--- src/sv/assert_macros.svh ---
// ---------------------------------------------------------------------------
// assertion macros
// concurrent checks on the rising clock edge, muted while reset is high
// ---------------------------------------------------------------------------
`ifndef ASSERT_MACROS_SVH
`define ASSERT_MACROS_SVH

// antecedent implies consequent in the same cycle
`define ASSERT_SAME(label, clk, rst, ante, cons, msg) \
   label: assert property (@(posedge clk) disable iff (rst) (ante) |-> (cons)) \
      else $error(msg);

// antecedent implies consequent in the next cycle
`define ASSERT_NEXT(label, clk, rst, ante, cons, msg) \
   label: assert property (@(posedge clk) disable iff (rst) (ante) |=> (cons)) \
      else $error(msg);

`endif

--- src/sv/cht_pkg.sv ---
// ---------------------------------------------------------------------------
// cht_pkg
// shared types and constants of the cubic homing trajectory block
// ---------------------------------------------------------------------------
`timescale 1ns / 1ps

package cht_pkg;

   localparam int FRAC = 16;

   localparam logic [22:0]        RATE_RST = 23'd524288;
   localparam logic signed [25:0] TREL_RST = 26'sd6553600;
   localparam logic signed [25:0] TPRS_RST = -26'sd1310720;
   localparam logic [16:0]        TICK_RST = 17'd655;

   typedef enum logic [1:0] {
      CSR_RATE,
      CSR_TREL,
      CSR_TPRS,
      CSR_TICK
   } csr_idx_type;

   typedef enum logic [4:0] {
      STEP_DELTA,
      STEP_DIV_DUR,
      STEP_DIV_C1,
      STEP_DIV_C2,
      STEP_DIV_D1,
      STEP_DIV_D2,
      STEP_DIV_D3,
      STEP_PLAN,
      STEP_EDGE,
      STEP_MUL_T2,
      STEP_MUL_T3,
      STEP_MUL_M1,
      STEP_MUL_M2,
      STEP_MUL_M3,
      STEP_MUL_M4,
      STEP_EVAL,
      STEP_OUT
   } step_type;

   typedef struct packed {
      step_type step;
      logic     go;
      logic     load;
   } cmd_type;

   typedef struct packed {
      logic op;
      logic active;
      logic edge_hit;
      logic timeout;
      logic done;
   } status_type;

endpackage

--- src/sv/cht_div.sv ---
// ---------------------------------------------------------------------------
// cht_div
// restoring divider, 64 bit dividend by 32 bit divisor, one bit a cycle
// ---------------------------------------------------------------------------
`timescale 1ns / 1ps

module cht_div (
   input  logic        clock,
   input  logic        reset,
   input  logic        start,
   input  logic [63:0] dividend,
   input  logic [31:0] divisor,
   output logic        done,
   output logic [63:0] quotient
);

   logic        busy_ff, busy_in;
   logic        done_ff, done_in;
   logic [5:0]  cnt_ff, cnt_in;
   logic [31:0] rem_ff, rem_in;
   logic [63:0] quo_ff, quo_in;
   logic [31:0] dvs_ff, dvs_in;
   logic [32:0] shifted;
   logic [33:0] diff;
   logic        ge;

   assign shifted = {rem_ff, quo_ff[63]};
   assign diff    = {1'b0, shifted} - {2'b00, dvs_ff};
   assign ge      = ~diff[33];

   always_comb begin
      busy_in = busy_ff;
      done_in = 1'b0;
      cnt_in  = cnt_ff;
      rem_in  = rem_ff;
      quo_in  = quo_ff;
      dvs_in  = dvs_ff;
      if (start) begin
         busy_in = 1'b1;
         cnt_in  = '0;
         rem_in  = '0;
         quo_in  = dividend;
         dvs_in  = divisor;
      end else if (busy_ff) begin
         rem_in = ge ? diff[31:0] : shifted[31:0];
         quo_in = {quo_ff[62:0], ge};
         cnt_in = cnt_ff + 6'd1;
         if (cnt_ff == '1) begin
            busy_in = 1'b0;
            done_in = 1'b1;
         end
      end
   end

   always_ff @(posedge clock) begin
      if (reset) begin
         busy_ff <= 1'b0;
         done_ff <= 1'b0;
         cnt_ff  <= '0;
      end else begin
         busy_ff <= busy_in;
         done_ff <= done_in;
         cnt_ff  <= cnt_in;
      end
      rem_ff <= rem_in;
      quo_ff <= quo_in;
      dvs_ff <= dvs_in;
   end

   assign done     = done_ff;
   assign quotient = quo_ff;

endmodule

--- src/sv/cht_mul.sv ---
// ---------------------------------------------------------------------------
// cht_mul
// shift and add multiplier, 64 by 64 bits unsigned, one bit a cycle
// ---------------------------------------------------------------------------
`timescale 1ns / 1ps

module cht_mul (
   input  logic         clock,
   input  logic         reset,
   input  logic         start,
   input  logic [63:0]  mcand,
   input  logic [63:0]  mplier,
   output logic         done,
   output logic [127:0] prod
);

   logic        busy_ff, busy_in;
   logic        done_ff, done_in;
   logic [5:0]  cnt_ff, cnt_in;
   logic [63:0] mcd_ff, mcd_in;
   logic [63:0] hi_ff, hi_in;
   logic [63:0] lo_ff, lo_in;
   logic [64:0] sum;

   assign sum = {1'b0, hi_ff} + (lo_ff[0] ? {1'b0, mcd_ff} : 65'd0);

   always_comb begin
      busy_in = busy_ff;
      done_in = 1'b0;
      cnt_in  = cnt_ff;
      mcd_in  = mcd_ff;
      hi_in   = hi_ff;
      lo_in   = lo_ff;
      if (start) begin
         busy_in = 1'b1;
         cnt_in  = '0;
         mcd_in  = mcand;
         hi_in   = '0;
         lo_in   = mplier;
      end else if (busy_ff) begin
         hi_in  = sum[64:1];
         lo_in  = {sum[0], lo_ff[63:1]};
         cnt_in = cnt_ff + 6'd1;
         if (cnt_ff == '1) begin
            busy_in = 1'b0;
            done_in = 1'b1;
         end
      end
   end

   always_ff @(posedge clock) begin
      if (reset) begin
         busy_ff <= 1'b0;
         done_ff <= 1'b0;
         cnt_ff  <= '0;
      end else begin
         busy_ff <= busy_in;
         done_ff <= done_in;
         cnt_ff  <= cnt_in;
      end
      mcd_ff <= mcd_in;
      hi_ff  <= hi_in;
      lo_ff  <= lo_in;
   end

   assign done = done_ff;
   assign prod = {hi_ff, lo_ff};

endmodule

--- src/sv/cht_dp.sv ---
// ---------------------------------------------------------------------------
// cht_dp
// datapath: settings, plan state, divider and multiplier, result registers
// ---------------------------------------------------------------------------
`timescale 1ns / 1ps

module cht_dp (
   input  logic                clock,
   input  logic                reset,
   input  cht_pkg::cmd_type    cmd,
   output cht_pkg::status_type st,
   input  logic                req_op,
   input  logic                req_switch_level,
   input  logic signed [31:0]  req_joint_position,
   input  logic                csr_valid,
   input  logic [1:0]          csr_index,
   input  logic [25:0]         csr_data,
   output logic signed [31:0]  rsp_position,
   output logic signed [31:0]  rsp_velocity,
   output logic                rsp_busy_res,
   output logic                rsp_homed,
   output logic                rsp_clear_encoder
);

   localparam logic [61:0] TERM_LIM = 62'd1 << 61;

   function automatic logic [61:0] mag_of(input logic [127:0] p);
      if (p[127:64] != '0)
         return TERM_LIM;
      return 62'(p[63:cht_pkg::FRAC]);
   endfunction

   function automatic logic signed [62:0] signed_of(input logic [61:0] m, input logic neg);
      logic signed [62:0] v;
      v = $signed({1'b0, m});
      return neg ? -v : v;
   endfunction

   function automatic logic signed [31:0] sat32(input logic signed [63:0] v);
      if (v > 64'sd2147483647)
         return 32'sh7FFFFFFF;
      if (v < -64'sd2147483648)
         return 32'sh80000000;
      return v[31:0];
   endfunction

   function automatic logic signed [31:0] coef(input logic [63:0] q, input logic sat,
                                               input logic neg);
      logic [30:0] m;
      m = (sat || q[63:31] != '0) ? '1 : q[30:0];
      return neg ? -$signed({1'b0, m}) : $signed({1'b0, m});
   endfunction

   logic [22:0]        rate_ff, rate_in;
   logic signed [25:0] trel_ff, trel_in;
   logic signed [25:0] tprs_ff, tprs_in;
   logic [16:0]        tick_ff, tick_in;

   logic               op_ff, op_in;
   logic               lvl_ff, lvl_in;
   logic signed [31:0] pos_ff, pos_in;

   logic               active_ff, active_in;
   logic               lap_ff, lap_in;
   logic               hdone_ff, hdone_in;
   logic               clr_ff, clr_in;
   logic signed [31:0] start_ff, start_in;
   logic signed [31:0] c_ff, c_in;
   logic signed [31:0] d_ff, d_in;
   logic [31:0]        dur_ff, dur_in;
   logic [31:0]        el_ff, el_in;
   logic signed [31:0] hp_ff, hp_in;
   logic signed [31:0] hv_ff, hv_in;

   logic [31:0]        mag_ff, mag_in;
   logic               neg_ff, neg_in;
   logic [63:0]        q_ff, q_in;
   logic               qsat_ff, qsat_in;
   logic [63-cht_pkg::FRAC:0] t2_ff, t2_in;
   logic [61:0]        t3_ff, t3_in;
   logic signed [62:0] m1_ff, m1_in, m2_ff, m2_in, m3_ff, m3_in, m4_ff, m4_in;

   logic signed [31:0] rpos_ff, rpos_in;
   logic signed [31:0] rvel_ff, rvel_in;
   logic               rbusy_ff, rbusy_in;
   logic               rhomed_ff, rhomed_in;
   logic               rclr_ff, rclr_in;

   logic               div_start, div_done;
   logic [63:0]        div_dividend, div_q;
   logic [31:0]        div_divisor;
   logic               mul_start, mul_done;
   logic [63:0]        mul_a, mul_b;
   logic [127:0]       mul_p;

   logic [32:0]        el_sum;
   logic signed [25:0] tgt;
   logic signed [32:0] delta;
   logic [33:0]        mag3;
   logic [31:0]        cmag, dmag;
   logic signed [63:0] psum, vsum;
   logic               q_big;

   assign el_sum = {1'b0, el_ff} + {16'd0, tick_ff};
   assign tgt    = lvl_ff ? trel_ff : tprs_ff;
   assign delta  = {{7{tgt[25]}}, tgt} - {pos_ff[31], pos_ff};
   assign mag3   = {2'b00, mag_ff} + {1'b0, mag_ff, 1'b0};
   assign cmag   = c_ff[31] ? 32'(-c_ff) : c_ff;
   assign dmag   = d_ff[31] ? 32'(-d_ff) : d_ff;
   assign psum   = 64'(start_ff) + 64'(m1_ff) + 64'(m2_ff);
   assign vsum   = 64'(m3_ff) + 64'(m4_ff);
   assign q_big  = div_q[63:64-cht_pkg::FRAC] != '0;

   always_comb begin
      div_start    = 1'b0;
      mul_start    = 1'b0;
      div_dividend = '0;
      div_divisor  = dur_ff;
      mul_a        = '0;
      mul_b        = '0;
      case (cmd.step)
         cht_pkg::STEP_DIV_DUR: begin
            div_start    = cmd.go;
            div_dividend = 64'(mag_ff) << cht_pkg::FRAC;
            div_divisor  = (rate_ff == '0) ? 32'd1 : 32'(rate_ff);
         end
         cht_pkg::STEP_DIV_C1: begin
            div_start    = cmd.go;
            div_dividend = 64'(mag3) << cht_pkg::FRAC;
         end
         cht_pkg::STEP_DIV_D1: begin
            div_start    = cmd.go;
            div_dividend = 64'({mag_ff, 1'b0}) << cht_pkg::FRAC;
         end
         cht_pkg::STEP_DIV_C2, cht_pkg::STEP_DIV_D2, cht_pkg::STEP_DIV_D3: begin
            div_start    = cmd.go;
            div_dividend = q_ff << cht_pkg::FRAC;
         end
         cht_pkg::STEP_MUL_T2: begin
            mul_start = cmd.go;
            mul_a     = 64'(el_ff);
            mul_b     = 64'(el_ff);
         end
         cht_pkg::STEP_MUL_T3: begin
            mul_start = cmd.go;
            mul_a     = 64'(t2_ff);
            mul_b     = 64'(el_ff);
         end
         cht_pkg::STEP_MUL_M1: begin
            mul_start = cmd.go;
            mul_a     = 64'(cmag);
            mul_b     = 64'(t2_ff);
         end
         cht_pkg::STEP_MUL_M2: begin
            mul_start = cmd.go;
            mul_a     = 64'(dmag);
            mul_b     = 64'(t3_ff);
         end
         cht_pkg::STEP_MUL_M3: begin
            mul_start = cmd.go;
            mul_a     = 64'({cmag, 1'b0});
            mul_b     = 64'(el_ff);
         end
         cht_pkg::STEP_MUL_M4: begin
            mul_start = cmd.go;
            mul_a     = 64'({dmag, 1'b0}) + 64'(dmag);
            mul_b     = 64'(t2_ff);
         end
         default: begin
         end
      endcase
   end

   always_comb begin
      rate_in   = rate_ff;
      trel_in   = trel_ff;
      tprs_in   = tprs_ff;
      tick_in   = tick_ff;
      op_in     = op_ff;
      lvl_in    = lvl_ff;
      pos_in    = pos_ff;
      active_in = active_ff;
      lap_in    = lap_ff;
      hdone_in  = hdone_ff;
      clr_in    = clr_ff;
      start_in  = start_ff;
      c_in      = c_ff;
      d_in      = d_ff;
      dur_in    = dur_ff;
      el_in     = el_ff;
      hp_in     = hp_ff;
      hv_in     = hv_ff;
      mag_in    = mag_ff;
      neg_in    = neg_ff;
      q_in      = q_ff;
      qsat_in   = qsat_ff;
      t2_in     = t2_ff;
      t3_in     = t3_ff;
      m1_in     = m1_ff;
      m2_in     = m2_ff;
      m3_in     = m3_ff;
      m4_in     = m4_ff;
      rpos_in   = rpos_ff;
      rvel_in   = rvel_ff;
      rbusy_in  = rbusy_ff;
      rhomed_in = rhomed_ff;
      rclr_in   = rclr_ff;

      if (csr_valid) begin
         case (cht_pkg::csr_idx_type'(csr_index))
            cht_pkg::CSR_RATE: rate_in = csr_data[22:0];
            cht_pkg::CSR_TREL: trel_in = csr_data;
            cht_pkg::CSR_TPRS: tprs_in = csr_data;
            cht_pkg::CSR_TICK: tick_in = csr_data[16:0];
            default: begin
            end
         endcase
      end

      if (cmd.load) begin
         op_in  = req_op;
         lvl_in = req_switch_level;
         pos_in = req_joint_position;
         clr_in = 1'b0;
         if (!req_op)
            hdone_in = 1'b0;
         if (req_op && active_ff)
            el_in = el_sum[32] ? '1 : el_sum[31:0];
      end

      if (cmd.go) begin
         case (cmd.step)
            cht_pkg::STEP_DELTA: begin
               neg_in = delta[32];
               mag_in = delta[32] ? 32'(-delta) : delta[31:0];
            end
            cht_pkg::STEP_PLAN: begin
               active_in = 1'b1;
               lap_in    = lvl_ff;
               start_in  = pos_ff;
               el_in     = '0;
               hp_in     = pos_ff;
               hv_in     = '0;
            end
            cht_pkg::STEP_EDGE: begin
               clr_in    = 1'b1;
               active_in = 1'b0;
               hdone_in  = 1'b1;
               hp_in     = '0;
               hv_in     = '0;
            end
            cht_pkg::STEP_EVAL: begin
               hp_in = sat32(psum);
               hv_in = sat32(vsum);
            end
            cht_pkg::STEP_OUT: begin
               rpos_in   = hp_ff;
               rvel_in   = hv_ff;
               rbusy_in  = active_ff;
               rhomed_in = hdone_ff;
               rclr_in   = clr_ff;
            end
            default: begin
            end
         endcase
      end

      if (div_done) begin
         case (cmd.step)
            cht_pkg::STEP_DIV_DUR: dur_in = (div_q[63:32] != '0) ? '1 : div_q[31:0];
            cht_pkg::STEP_DIV_C1, cht_pkg::STEP_DIV_D1: begin
               q_in    = div_q;
               qsat_in = q_big;
            end
            cht_pkg::STEP_DIV_D2: begin
               q_in    = div_q;
               qsat_in = qsat_ff | q_big;
            end
            cht_pkg::STEP_DIV_C2:
               c_in = (dur_ff == '0) ? '0 : coef(div_q, qsat_ff, neg_ff);
            cht_pkg::STEP_DIV_D3:
               d_in = (dur_ff == '0) ? '0 : coef(div_q, qsat_ff, ~neg_ff);
            default: begin
            end
         endcase
      end

      if (mul_done) begin
         case (cmd.step)
            cht_pkg::STEP_MUL_T2: t2_in = mul_p[63:cht_pkg::FRAC];
            cht_pkg::STEP_MUL_T3: t3_in = mag_of(mul_p);
            cht_pkg::STEP_MUL_M1: m1_in = signed_of(mag_of(mul_p), c_ff[31]);
            cht_pkg::STEP_MUL_M2: m2_in = signed_of(mag_of(mul_p), d_ff[31]);
            cht_pkg::STEP_MUL_M3: m3_in = signed_of(mag_of(mul_p), c_ff[31]);
            cht_pkg::STEP_MUL_M4: m4_in = signed_of(mag_of(mul_p), d_ff[31]);
            default: begin
            end
         endcase
      end
   end

   always_ff @(posedge clock) begin
      if (reset) begin
         rate_ff   <= cht_pkg::RATE_RST;
         trel_ff   <= cht_pkg::TREL_RST;
         tprs_ff   <= cht_pkg::TPRS_RST;
         tick_ff   <= cht_pkg::TICK_RST;
         active_ff <= 1'b0;
         lap_ff    <= 1'b0;
         hdone_ff  <= 1'b0;
         clr_ff    <= 1'b0;
         start_ff  <= '0;
         c_ff      <= '0;
         d_ff      <= '0;
         dur_ff    <= '0;
         el_ff     <= '0;
         hp_ff     <= '0;
         hv_ff     <= '0;
      end else begin
         rate_ff   <= rate_in;
         trel_ff   <= trel_in;
         tprs_ff   <= tprs_in;
         tick_ff   <= tick_in;
         active_ff <= active_in;
         lap_ff    <= lap_in;
         hdone_ff  <= hdone_in;
         clr_ff    <= clr_in;
         start_ff  <= start_in;
         c_ff      <= c_in;
         d_ff      <= d_in;
         dur_ff    <= dur_in;
         el_ff     <= el_in;
         hp_ff     <= hp_in;
         hv_ff     <= hv_in;
      end
      op_ff     <= op_in;
      lvl_ff    <= lvl_in;
      pos_ff    <= pos_in;
      mag_ff    <= mag_in;
      neg_ff    <= neg_in;
      q_ff      <= q_in;
      qsat_ff   <= qsat_in;
      t2_ff     <= t2_in;
      t3_ff     <= t3_in;
      m1_ff     <= m1_in;
      m2_ff     <= m2_in;
      m3_ff     <= m3_in;
      m4_ff     <= m4_in;
      rpos_ff   <= rpos_in;
      rvel_ff   <= rvel_in;
      rbusy_ff  <= rbusy_in;
      rhomed_ff <= rhomed_in;
      rclr_ff   <= rclr_in;
   end

   cht_div u_div (
      .clock    (clock),
      .reset    (reset),
      .start    (div_start),
      .dividend (div_dividend),
      .divisor  (div_divisor),
      .done     (div_done),
      .quotient (div_q)
   );

   cht_mul u_mul (
      .clock  (clock),
      .reset  (reset),
      .start  (mul_start),
      .mcand  (mul_a),
      .mplier (mul_b),
      .done   (mul_done),
      .prod   (mul_p)
   );

   assign st.op       = op_ff;
   assign st.active   = active_ff;
   assign st.edge_hit = lap_ff & ~lvl_ff;
   assign st.timeout  = el_ff >= dur_ff;
   assign st.done     = div_done | mul_done;

   assign rsp_position      = rpos_ff;
   assign rsp_velocity      = rvel_ff;
   assign rsp_busy_res      = rbusy_ff;
   assign rsp_homed         = rhomed_ff;
   assign rsp_clear_encoder = rclr_ff;

endmodule

--- src/sv/cht_ctrl.sv ---
// ---------------------------------------------------------------------------
// cht_ctrl
// sequencer: takes a beat, steps the datapath through plan, edge, bare output or evaluation
// ---------------------------------------------------------------------------
`timescale 1ns / 1ps
`include "assert_macros.svh"

module cht_ctrl (
   input  logic                clock,
   input  logic                reset,
   input  logic                req_valid,
   output logic                req_ready,
   output logic                rsp_valid,
   input  logic                rsp_ready,
   output cht_pkg::cmd_type    cmd,
   input  cht_pkg::status_type st
);

   typedef enum logic [1:0] {
      S_IDLE,
      S_DECIDE,
      S_ISSUE,
      S_WAIT
   } state_type;

   function automatic cht_pkg::step_type next_step(input cht_pkg::step_type s);
      case (s)
         cht_pkg::STEP_DELTA:   return cht_pkg::STEP_DIV_DUR;
         cht_pkg::STEP_DIV_DUR: return cht_pkg::STEP_DIV_C1;
         cht_pkg::STEP_DIV_C1:  return cht_pkg::STEP_DIV_C2;
         cht_pkg::STEP_DIV_C2:  return cht_pkg::STEP_DIV_D1;
         cht_pkg::STEP_DIV_D1:  return cht_pkg::STEP_DIV_D2;
         cht_pkg::STEP_DIV_D2:  return cht_pkg::STEP_DIV_D3;
         cht_pkg::STEP_DIV_D3:  return cht_pkg::STEP_PLAN;
         cht_pkg::STEP_MUL_T2:  return cht_pkg::STEP_MUL_T3;
         cht_pkg::STEP_MUL_T3:  return cht_pkg::STEP_MUL_M1;
         cht_pkg::STEP_MUL_M1:  return cht_pkg::STEP_MUL_M2;
         cht_pkg::STEP_MUL_M2:  return cht_pkg::STEP_MUL_M3;
         cht_pkg::STEP_MUL_M3:  return cht_pkg::STEP_MUL_M4;
         cht_pkg::STEP_MUL_M4:  return cht_pkg::STEP_EVAL;
         default:               return cht_pkg::STEP_OUT;
      endcase
   endfunction

   function automatic logic is_unit(input cht_pkg::step_type s);
      case (s)
         cht_pkg::STEP_DIV_DUR, cht_pkg::STEP_DIV_C1, cht_pkg::STEP_DIV_C2,
         cht_pkg::STEP_DIV_D1, cht_pkg::STEP_DIV_D2, cht_pkg::STEP_DIV_D3,
         cht_pkg::STEP_MUL_T2, cht_pkg::STEP_MUL_T3, cht_pkg::STEP_MUL_M1,
         cht_pkg::STEP_MUL_M2, cht_pkg::STEP_MUL_M3, cht_pkg::STEP_MUL_M4:
            return 1'b1;
         default:
            return 1'b0;
      endcase
   endfunction

   state_type         state_ff, state_in;
   cht_pkg::step_type step_ff, step_in;
   logic              rsp_valid_ff, rsp_valid_in;
   logic              unit_go;
   logic              out_go;

   always_comb begin
      state_in     = state_ff;
      step_in      = step_ff;
      rsp_valid_in = rsp_valid_ff & ~rsp_ready;
      cmd.step     = step_ff;
      cmd.go       = 1'b0;
      cmd.load     = 1'b0;
      case (state_ff)
         S_IDLE: begin
            if (req_valid) begin
               cmd.load = 1'b1;
               state_in = S_DECIDE;
            end
         end
         S_DECIDE: begin
            state_in = S_ISSUE;
            if (!st.op)
               step_in = cht_pkg::STEP_DELTA;
            else if (!st.active)
               step_in = cht_pkg::STEP_OUT;
            else if (st.edge_hit)
               step_in = cht_pkg::STEP_EDGE;
            else if (st.timeout)
               step_in = cht_pkg::STEP_DELTA;
            else
               step_in = cht_pkg::STEP_MUL_T2;
         end
         S_ISSUE: begin
            if (step_ff == cht_pkg::STEP_OUT) begin
               if (!rsp_valid_ff || rsp_ready) begin
                  cmd.go       = 1'b1;
                  rsp_valid_in = 1'b1;
                  state_in     = S_IDLE;
               end
            end else begin
               cmd.go = 1'b1;
               if (is_unit(step_ff))
                  state_in = S_WAIT;
               else
                  step_in = next_step(step_ff);
            end
         end
         S_WAIT: begin
            if (st.done) begin
               step_in  = next_step(step_ff);
               state_in = S_ISSUE;
            end
         end
         default: state_in = S_IDLE;
      endcase
   end

   always_ff @(posedge clock) begin
      if (reset) begin
         state_ff     <= S_IDLE;
         step_ff      <= cht_pkg::STEP_OUT;
         rsp_valid_ff <= 1'b0;
      end else begin
         state_ff     <= state_in;
         step_ff      <= step_in;
         rsp_valid_ff <= rsp_valid_in;
      end
   end

   assign req_ready = (state_ff == S_IDLE);
   assign rsp_valid = rsp_valid_ff;
   assign unit_go   = cmd.go & is_unit(cmd.step);
   assign out_go    = cmd.go & (cmd.step == cht_pkg::STEP_OUT);

   `ASSERT_NEXT(a_accept_decide, clock, reset, req_valid && req_ready, state_ff == S_DECIDE, "beat taken but no decide")
   `ASSERT_NEXT(a_unit_wait, clock, reset, unit_go, state_ff == S_WAIT, "unit started without wait")
   `ASSERT_SAME(a_done_in_wait, clock, reset, st.done, state_ff == S_WAIT, "unit done outside wait")
   `ASSERT_NEXT(a_out_valid, clock, reset, out_go, rsp_valid_ff && state_ff == S_IDLE, "result beat lost")

endmodule

--- src/sv/cubic_homing_trajectory.sv ---
// ---------------------------------------------------------------------------
// cubic_homing_trajectory
// cubic homing reference generator for one joint, Q16.16 fixed point
// ---------------------------------------------------------------------------
// channel  direction  content
// req_     in         op, switch level, joint position
// rsp_     out        ref position, ref velocity, busy, homed, clear encoder
// csr_     in         register index and write data, always ready
//
// a start, or a tick that times out, plans with six 64 bit divisions. a tick
// that evaluates the cubic runs six 64 by 64 bit multiplies. an edge or idle
// tick uses neither the divider nor the multiplier.
// one beat in flight; a new beat is taken while the last result waits.
// synchronous reset restores the register defaults and clears the plan.
// ---------------------------------------------------------------------------
`timescale 1ns / 1ps

module cubic_homing_trajectory (
   input  logic               clock,
   input  logic               reset,
   input  logic               req_valid,
   output logic               req_ready,
   input  logic               req_op,
   input  logic               req_switch_level,
   input  logic signed [31:0] req_joint_position,
   output logic               rsp_valid,
   input  logic               rsp_ready,
   output logic signed [31:0] rsp_position,
   output logic signed [31:0] rsp_velocity,
   output logic               rsp_busy_res,
   output logic               rsp_homed,
   output logic               rsp_clear_encoder,
   input  logic               csr_valid,
   output logic               csr_ready,
   input  logic [1:0]         csr_index,
   input  logic [25:0]        csr_data
);

   cht_pkg::cmd_type    cmd;
   cht_pkg::status_type st;

   assign csr_ready = 1'b1;

   cht_ctrl u_ctrl (
      .clock     (clock),
      .reset     (reset),
      .req_valid (req_valid),
      .req_ready (req_ready),
      .rsp_valid (rsp_valid),
      .rsp_ready (rsp_ready),
      .cmd       (cmd),
      .st        (st)
   );

   cht_dp u_dp (
      .clock              (clock),
      .reset              (reset),
      .cmd                (cmd),
      .st                 (st),
      .req_op             (req_op),
      .req_switch_level   (req_switch_level),
      .req_joint_position (req_joint_position),
      .csr_valid          (csr_valid),
      .csr_index          (csr_index),
      .csr_data           (csr_data),
      .rsp_position       (rsp_position),
      .rsp_velocity       (rsp_velocity),
      .rsp_busy_res       (rsp_busy_res),
      .rsp_homed          (rsp_homed),
      .rsp_clear_encoder  (rsp_clear_encoder)
   );

endmodule
--- config.mk ---
export PLATFORM = sky130hd
export DESIGN_NAME = cubic_homing_trajectory
export DESIGN_NICKNAME = d
export VERILOG_FILES = /design/src/sv/cht_pkg.sv /design/src/sv/cht_div.sv /design/src/sv/cht_mul.sv /design/src/sv/cht_dp.sv /design/src/sv/cht_ctrl.sv /design/src/sv/cubic_homing_trajectory.sv
export VERILOG_INCLUDE_DIRS = /design/src /design/src/sv
export SDC_FILE = /design/constraint.sdc
export NUM_CORES = 2
export LEC_CHECK = 0
export ABC_CLOCK_PERIOD_IN_PS = 7600
export BUFFER_PORTS_ARGS = -buffer_cell sky130_fd_sc_hd__clkbuf_2
export CAP_MARGIN = 20
export CORE_MARGIN = 8
export CORE_UTILIZATION = 53
export DETAILED_ROUTE_END_ITERATION = 7
export PLACE_DENSITY_LB_ADDON = 0.05
export SLEW_MARGIN = 30
export SYNTH_ARGS = -nofsm -noshare
export SYNTH_HDL_FRONTEND = slang
export SYNTH_HIERARCHICAL = 1
export SYNTH_SLANG_ARGS = --single-unit
--- constraint.sdc ---
create_clock -name clock -period 7.6 [get_ports clock]
set_clock_uncertainty 0.1 [all_clocks]
set_input_delay 0.38 -clock clock [delete_from_list [all_inputs] [get_ports clock]]
set_output_delay 0.38 -clock clock [all_outputs]
set_load 0.05 [all_outputs]
Yosys cells after proc, flatten, opt, wreduce, memory -nomap -nowiden
Memory sizes are Yosys's and may differ from the RTL's. A register that Yosys moved wholly into a read port is not among the register bits.
Index checks and enable logic that the tools add are counted.
- output and inout port bits: 70
- logic and storage cells: 305
- ROM bits: 176
- bits in registers: 1209
- memories kept: 3
- $add $sub $neg: 19
- magnitude comparators: 5
- multiplexer cells: 131
- reductions and logical operators: 55
- bitwise logic cells: 9
- equality and inequality tests: 30
- memories (memory ; depth ; width ; read ports ; clocked after memory_dff ; wr ports ; line ; RTL):
    (name not given) ; 16 ; 5 ; 1 ; 1 ; 0 ; cht_ctrl.sv:27 ; case (s)
    (name not given) ; 16 ; 5 ; 1 ; 1 ; 0 ; cht_ctrl.sv:27 ;
    (name not given) ; 16 ; 1 ; 1 ; 1 ; 0 ; cht_ctrl.sv:46 ; case (s)
- operator list (cell ; number):
    $mux 62 ; 17
    $mux 32 ; 23
    $pmux 64 s6 ; 1
    $mux 64 ; 5
    $pmux 64 s4 ; 1
    $neg 62->63 ; 4
    $pmux 62 s3 ; 1
    $gt 64x32->1 const B ; 2
    $lt 64x32->1 const B ; 2
    $neg 32->32 ; 3
    $pmux 32 s3 ; 1
    $add 64x65->65 ; 1
    $add 32x63->64 ; 1
    $add 63x63->64 ; 1
    $add 64x63->64 ; 1
    $pmux 32 s2 ; 1
    $reduce_bool 64->1 ; 1
    $mux 1 ; 53
    $mux 48 ; 1
    $reduce_and 2->1 ; 21
    $eq 5x4->1 const B ; 8
    $mux 5 ; 8
    $add 32x33->34 ; 1
    $add 33x32->34 ; 1
    other kinds (43) ; 90

Longest topological paths before layout
- depth in word-level cells: 12
- depth in mapped cells: 22
- mapped depth without buffers: 22

Modules after synthesis
Netlist, hierarchy kept.
- modules (own cells, without submodules) (module ; times used ; cells each ; sequential area each (um^2) ; area an instance (um^2)):
    cht_dp ; 1 ; 5774 ; 22381.5 ; 53358.7
    cht_mul ; 1 ; 1047 ; 5285.1 ; 11046.8
    cht_div ; 1 ; 634 ; 3683.5 ; 7219.4
    cht_ctrl ; 1 ; 88 ; 280.3 ; 857.1
    cubic_homing_trajectory ; 1 ; 2 ; 0.0 ; 11.3

Worst setup path before layout
OpenSTA, ideal clock, no wires.
- path type: register to register
- from: register u_ctrl.step_ff[2]
- to: register u_dp.rbusy_ff (netlist: u_dp/rsp_busy_res), enable pin
- library setup time: 0.575 ns
- data arrival time: 5.626 ns
- stages on the path, launching flop included: 5
- path buffers: 2
- slack: 1.300 ns
- cells stage by stage: dfxtp_1 -> buf_1 -> or2_2 -> clkbuf_1 -> nor3_1
- cells in the longest elaborated chain, start to end: 4
- ends and longest elaborated chain (item ; line ; RTL):
    start, declared ; cht_ctrl.sv:58 ; cht_pkg::step_type step_ff, step_in;
    start signal, assigned ; cht_ctrl.sv:118 ; step_ff <= cht_pkg::STEP_OUT;
    start signal, assigned ; cht_ctrl.sv:122 ; step_ff <= step_in;
    $eq 5x5->1 * ; cht_dp.sv:232, cht_ctrl.sv:91 ;
    $mux 1 ; cht_ctrl.sv:91 ; if (step_ff == cht_pkg::STEP_OUT) begin
    $mux 1 ; cht_ctrl.sv:70 ; case (state_ff)
    $reduce_and 2->1 (no line) * ; -- ;
    end signal, assigned ; cht_dp.sv:351 ; rbusy_ff <= rbusy_in;
    end, declared ; cht_dp.sv:85 ; logic rbusy_ff, rbusy_in;
Mark *: on every way between the ends. The rest lies on a longest branch, timed or not.
A chain may end at the register's enable or synchronous reset.

Final worst setup path
- from: register u_dp.start_ff[31]
- to: register u_dp.hp_ff[8]
- cells in the longest elaborated chain, start to end: 10
- elaborated cells between the ends (all ways): 15
- classes of those cells: 2 x add/sub; 2 x order compare; 11 x mux
- ends and longest elaborated chain (item ; line ; RTL):
    start, declared ; cht_dp.sv:67 ; logic signed [31:0] start_ff, start_in;
    start signal, assigned ; cht_dp.sv:328 ; start_ff <= start_in;
    $add 32x63->64 * ; cht_dp.sv:110 ; assign psum = 64'(start_ff) + 64'(m1_ff) + 64'(m2_ff);
    $add 64x63->64 * ; cht_dp.sv:110 ;
    $lt 64x32->1 ; cht_dp.sv:42 ; if (v < -64'sd2147483648)
    $mux 1 (2 in series) ; cht_dp.sv:42 ;
    $mux 1 ; cht_dp.sv:232 ; case (cmd.step)
    $mux 1 ; cht_dp.sv:231 ; if (cmd.go) begin
    $mux 32 ; cht_dp.sv:44 ; return v[31:0];
    $mux 32 * ; cht_dp.sv:42 ;
    $pmux 32 s3 * ; cht_dp.sv:232 ;
    end signal, assigned ; cht_dp.sv:333 ; hp_ff <= hp_in;
    end, declared ; cht_dp.sv:72 ; logic signed [31:0] hp_ff, hp_in;
Mark *: on every way between the ends. The rest lies on a longest branch, timed or not. The select of a mux whose other input is x is not followed.

==> run metrics <==
status complete, but fails checks; failing checks DRC; First-pass DRT Iterations 8; VDD IR max 209 uV; Post-synth EDFFs 756; adder and majority cell fraction of the synthesized area 8.47%; Leak 30.2 nW; CTS resizes 0; Clock Sink Count 1202; Worst setup SP type register; Die Width between 300 and 400 microns; IO Pins 137; Post-synth top flop edfxtp_1; wire length of the first global-routing pass ~350000 microns; max-slew violation count 0; min Tclk post-route 6.20 ns; core area 0.136 sq mm; Post-Synthesis Cells 7545; Skew-Pair Late Insertion Delay 0.76 ns; Max Buffers Root-to-Sink 3; crit-path max FO 24; pin count of the biggest net entering global routing 170; DR DRC count 18; gp weighted congestion slightly below 1; Final Hold Fails 0; CTS buffer count approximately 140; chip height 386 microns; Starting Density 53.4%; FMAX 161 MHz; Detail Placement HPWL 175000 microns; critical path class register to register; CTS clk-pin slew, worst paths 0.06 ns; Die ar. 0.149 sq mm; Syn Area/Cell slightly below 10 sq um; CP endpoint kind register; largest family of logic cells by synthesized area compound AO/OA/AOI/OAI gates; Compound-Gate Fraction of Synth Area 19.3%; detailed-route via count 60207; Syn. warnings 6; number of global-route vias before repair 56522; WHS about 0.23 ns; Post-Route Setup TNS 0 ns; post-synthesis cell type count 115; pwr/cell area 190 mW/mm^2; filler instances between 10000 and 15000; gr usage total 30.6%; via/cell ratio 6.33; post-synthesis sequential area ratio a little over two fifths; flops & latches, synth 1202; worst hold path type primary input to register; worst path arrival time roughly 6.7 ns; Setup Viol. Count Final 0; CTS Root Buffer Type clkbuf_16; Nets 8124; xor/xnor cell area share of the yosys netlist 5.20%; Post CTS Setup Buffer Count 0; Slew @ Worst Pin 1.08 ns; crit share post-route 81.5%; Cell Rows 135; critical path required time 8.09 ns; H-tree depth 4; post-synthesis mux area share ~3.6%; DR WL/cell around 25 microns; Max-cap violations 0; CTS tree yes; async set-reset flop share out of synthesis 0%; RSZ-0062 raised after global routing false; area delta synth->final 10.2%; Total Wirelength around 240000 microns; mapped cell area 0.0725 sq mm; GRT Residual Overflow 0; Routed Antenna Nets 0; I/O Buffers 135; fraction of layout cells with a size suffix above 1 under 10%; detailed router's first-iteration violation count 7529; Simple-Gate Fraction of Synth Area 16.2%; worst rel slew slack 28.0%; initial antenna violation count 14
==> synth_stat cells, types with 76 or more instances <==
library cell,count,share of area (%)
mux2_2,160,2.5
a222oi_1,87,1.2
edfxtp_1,756,31
nor4_1,79,0.68
nor2_1,575,3.0
a22oi_1,76,0.79
nand4_1,93,0.80
a21oi_1,540,3.7
o21ai_0,437,3.0
xor2_1,181,2.2
dfxtp_1,446,12
nor3_1,155,1.1
inv_1,280,1.4
and3_1,82,0.71
a211oi_1,93,0.96
and2_1,167,1.4
ha_1,377,6.5
or3_1,88,0.76
nand2_1,821,4.3
mux2i_1,79,1.1
clkbuf_1,345,1.8
a21o_1,172,1.8
nand3_1,105,0.72
xnor2_1,249,3.0
==> final timing paths <==
check | startpoint | endpoint | slack, ns | cells past startpoint
setup / recovery | u_dp/start_ff[31] | u_dp/hp_ff[8] | 1.40 | 16
hold / removal | req_joint_position[11] | u_dp/pos_ff[11] | 0.23 | 2
setup reg to reg | u_dp/start_ff[31] | u_dp/hp_ff[8] | 1.40 | 16
hold reg to reg | u_dp/hv_ff[27] | u_dp/rsp_velocity[27] | 0.33 | 0
==> what timing repair did <==
action,4_1_cts,5_1_grt
setup endpoints to repair,0,0
hold buffers,67,0
endpoints found under the hold margin,189,0
==> cells in the final DEF, fill, tap and decap left out, types with 93 or more instances in the layout <==
master,count
a211oi_1,93
a21o_1,172
a21oi_1,539
and2_1,160
clkbuf_16,146
clkbuf_2,134
dfxtp_1,441
edfxtp_1,756
ha_1,377
inv_1,277
mux2_2,160
nand2_1,821
nand3_1,104
nand4_1,93
nor2_1,566
nor3_1,147
o21ai_0,437
xnor2_1,249
xor2_1,181
==> logic make-up (layout without fill, tap and decap cells) <==
logic type	count (synthesis)	in the layout
compound gates	2098	2098
xor+xnor	430	430
fa+ha+maj	448	448
buf+inv	679	808
flops	1202	1202
mux	241	241
other cells	2	51
simple gates	2445	2445
==> worst max-delay path: stages, from the launching register on <==
cell and delay (ns):
dfxtp_2 0.53, buf_4 0.50, fa_1 0.48, ha_1 0.49, nand4_1 0.13, nor3_1 0.56
nand3_1 0.24, a2111o_1 0.35, o221a_2 0.18, o21ai_0 0.30, o211ai_1 0.15, nor4_1 0.23
nand4b_1 0.13, nor4_1 0.60, nor2b_1 0.18, a21oi_1 0.68, a211oi_1 0.18
==> power by group <==
part / internal [mW] / switching [mW] / leakage (nW)
registers: 7.03 / 0.136 / 10.3
logic: 0.561 / 0.881 / 17.8
clock network: 3.78 / 2.74 / 2.16
==> stage by stage <==
stage	setup WS, ns	power (mW)	cell area [sq um]	std cells	util (%)
2_1_floorplan	1.30	8.33	72700	7591	-
3_3_place_gp	1.53	8.68	74700	9181	55.1
3_5_place_dp	1.36	8.70	74800	9183	55.1
4_1_cts	1.34	15.2	79800	9501	58.9
5_1_grt	0.858	15.6	79800	9501	58.9
6_report	1.40	15.1	79900	9504	58.9
==> area by class of cell <==
cell class / count / area, sq um / share of cell area, %
multi-input combinational: 5710 / 38600 / 48.3
sequential: 1202 / 31600 / 39.6
clock buffer: 192 / 3950 / 4.94
tap: 1781 / 2230 / 2.79
timing repair buffer: 274 / 1930 / 2.41
inverter: 283 / 1060 / 1.33
clock inverter: 59 / 459 / 0.575
antenna: 3 / 7.51 / 0.00940
==> registers in the layout, summed over array words and instances (netlist names), 48 cells and up, named ones only <==
name,count
u_dp/u_div/quotient,64
u_dp/u_mul/hi_ff,64
u_dp/u_mul/lo_ff,64
u_dp/u_mul/mcd_ff,64
u_dp/m1_ff,63
u_dp/m2_ff,63
u_dp/m3_ff,63
u_dp/m4_ff,63
u_dp/t3_ff,49
u_dp/q_ff,48
u_dp/t2_ff,48
==> per-layer routing <==
metal	up-vias	GRT usage (%)	share of wire [%]
li1	28087	-	-
met2	2533	48.6	45
met3	450	5.28	8.3
met5	-	0	0.011
met4	4	10.2	3.7
met1	29133	42.4	43
Power figures use the tool's default switching activity.
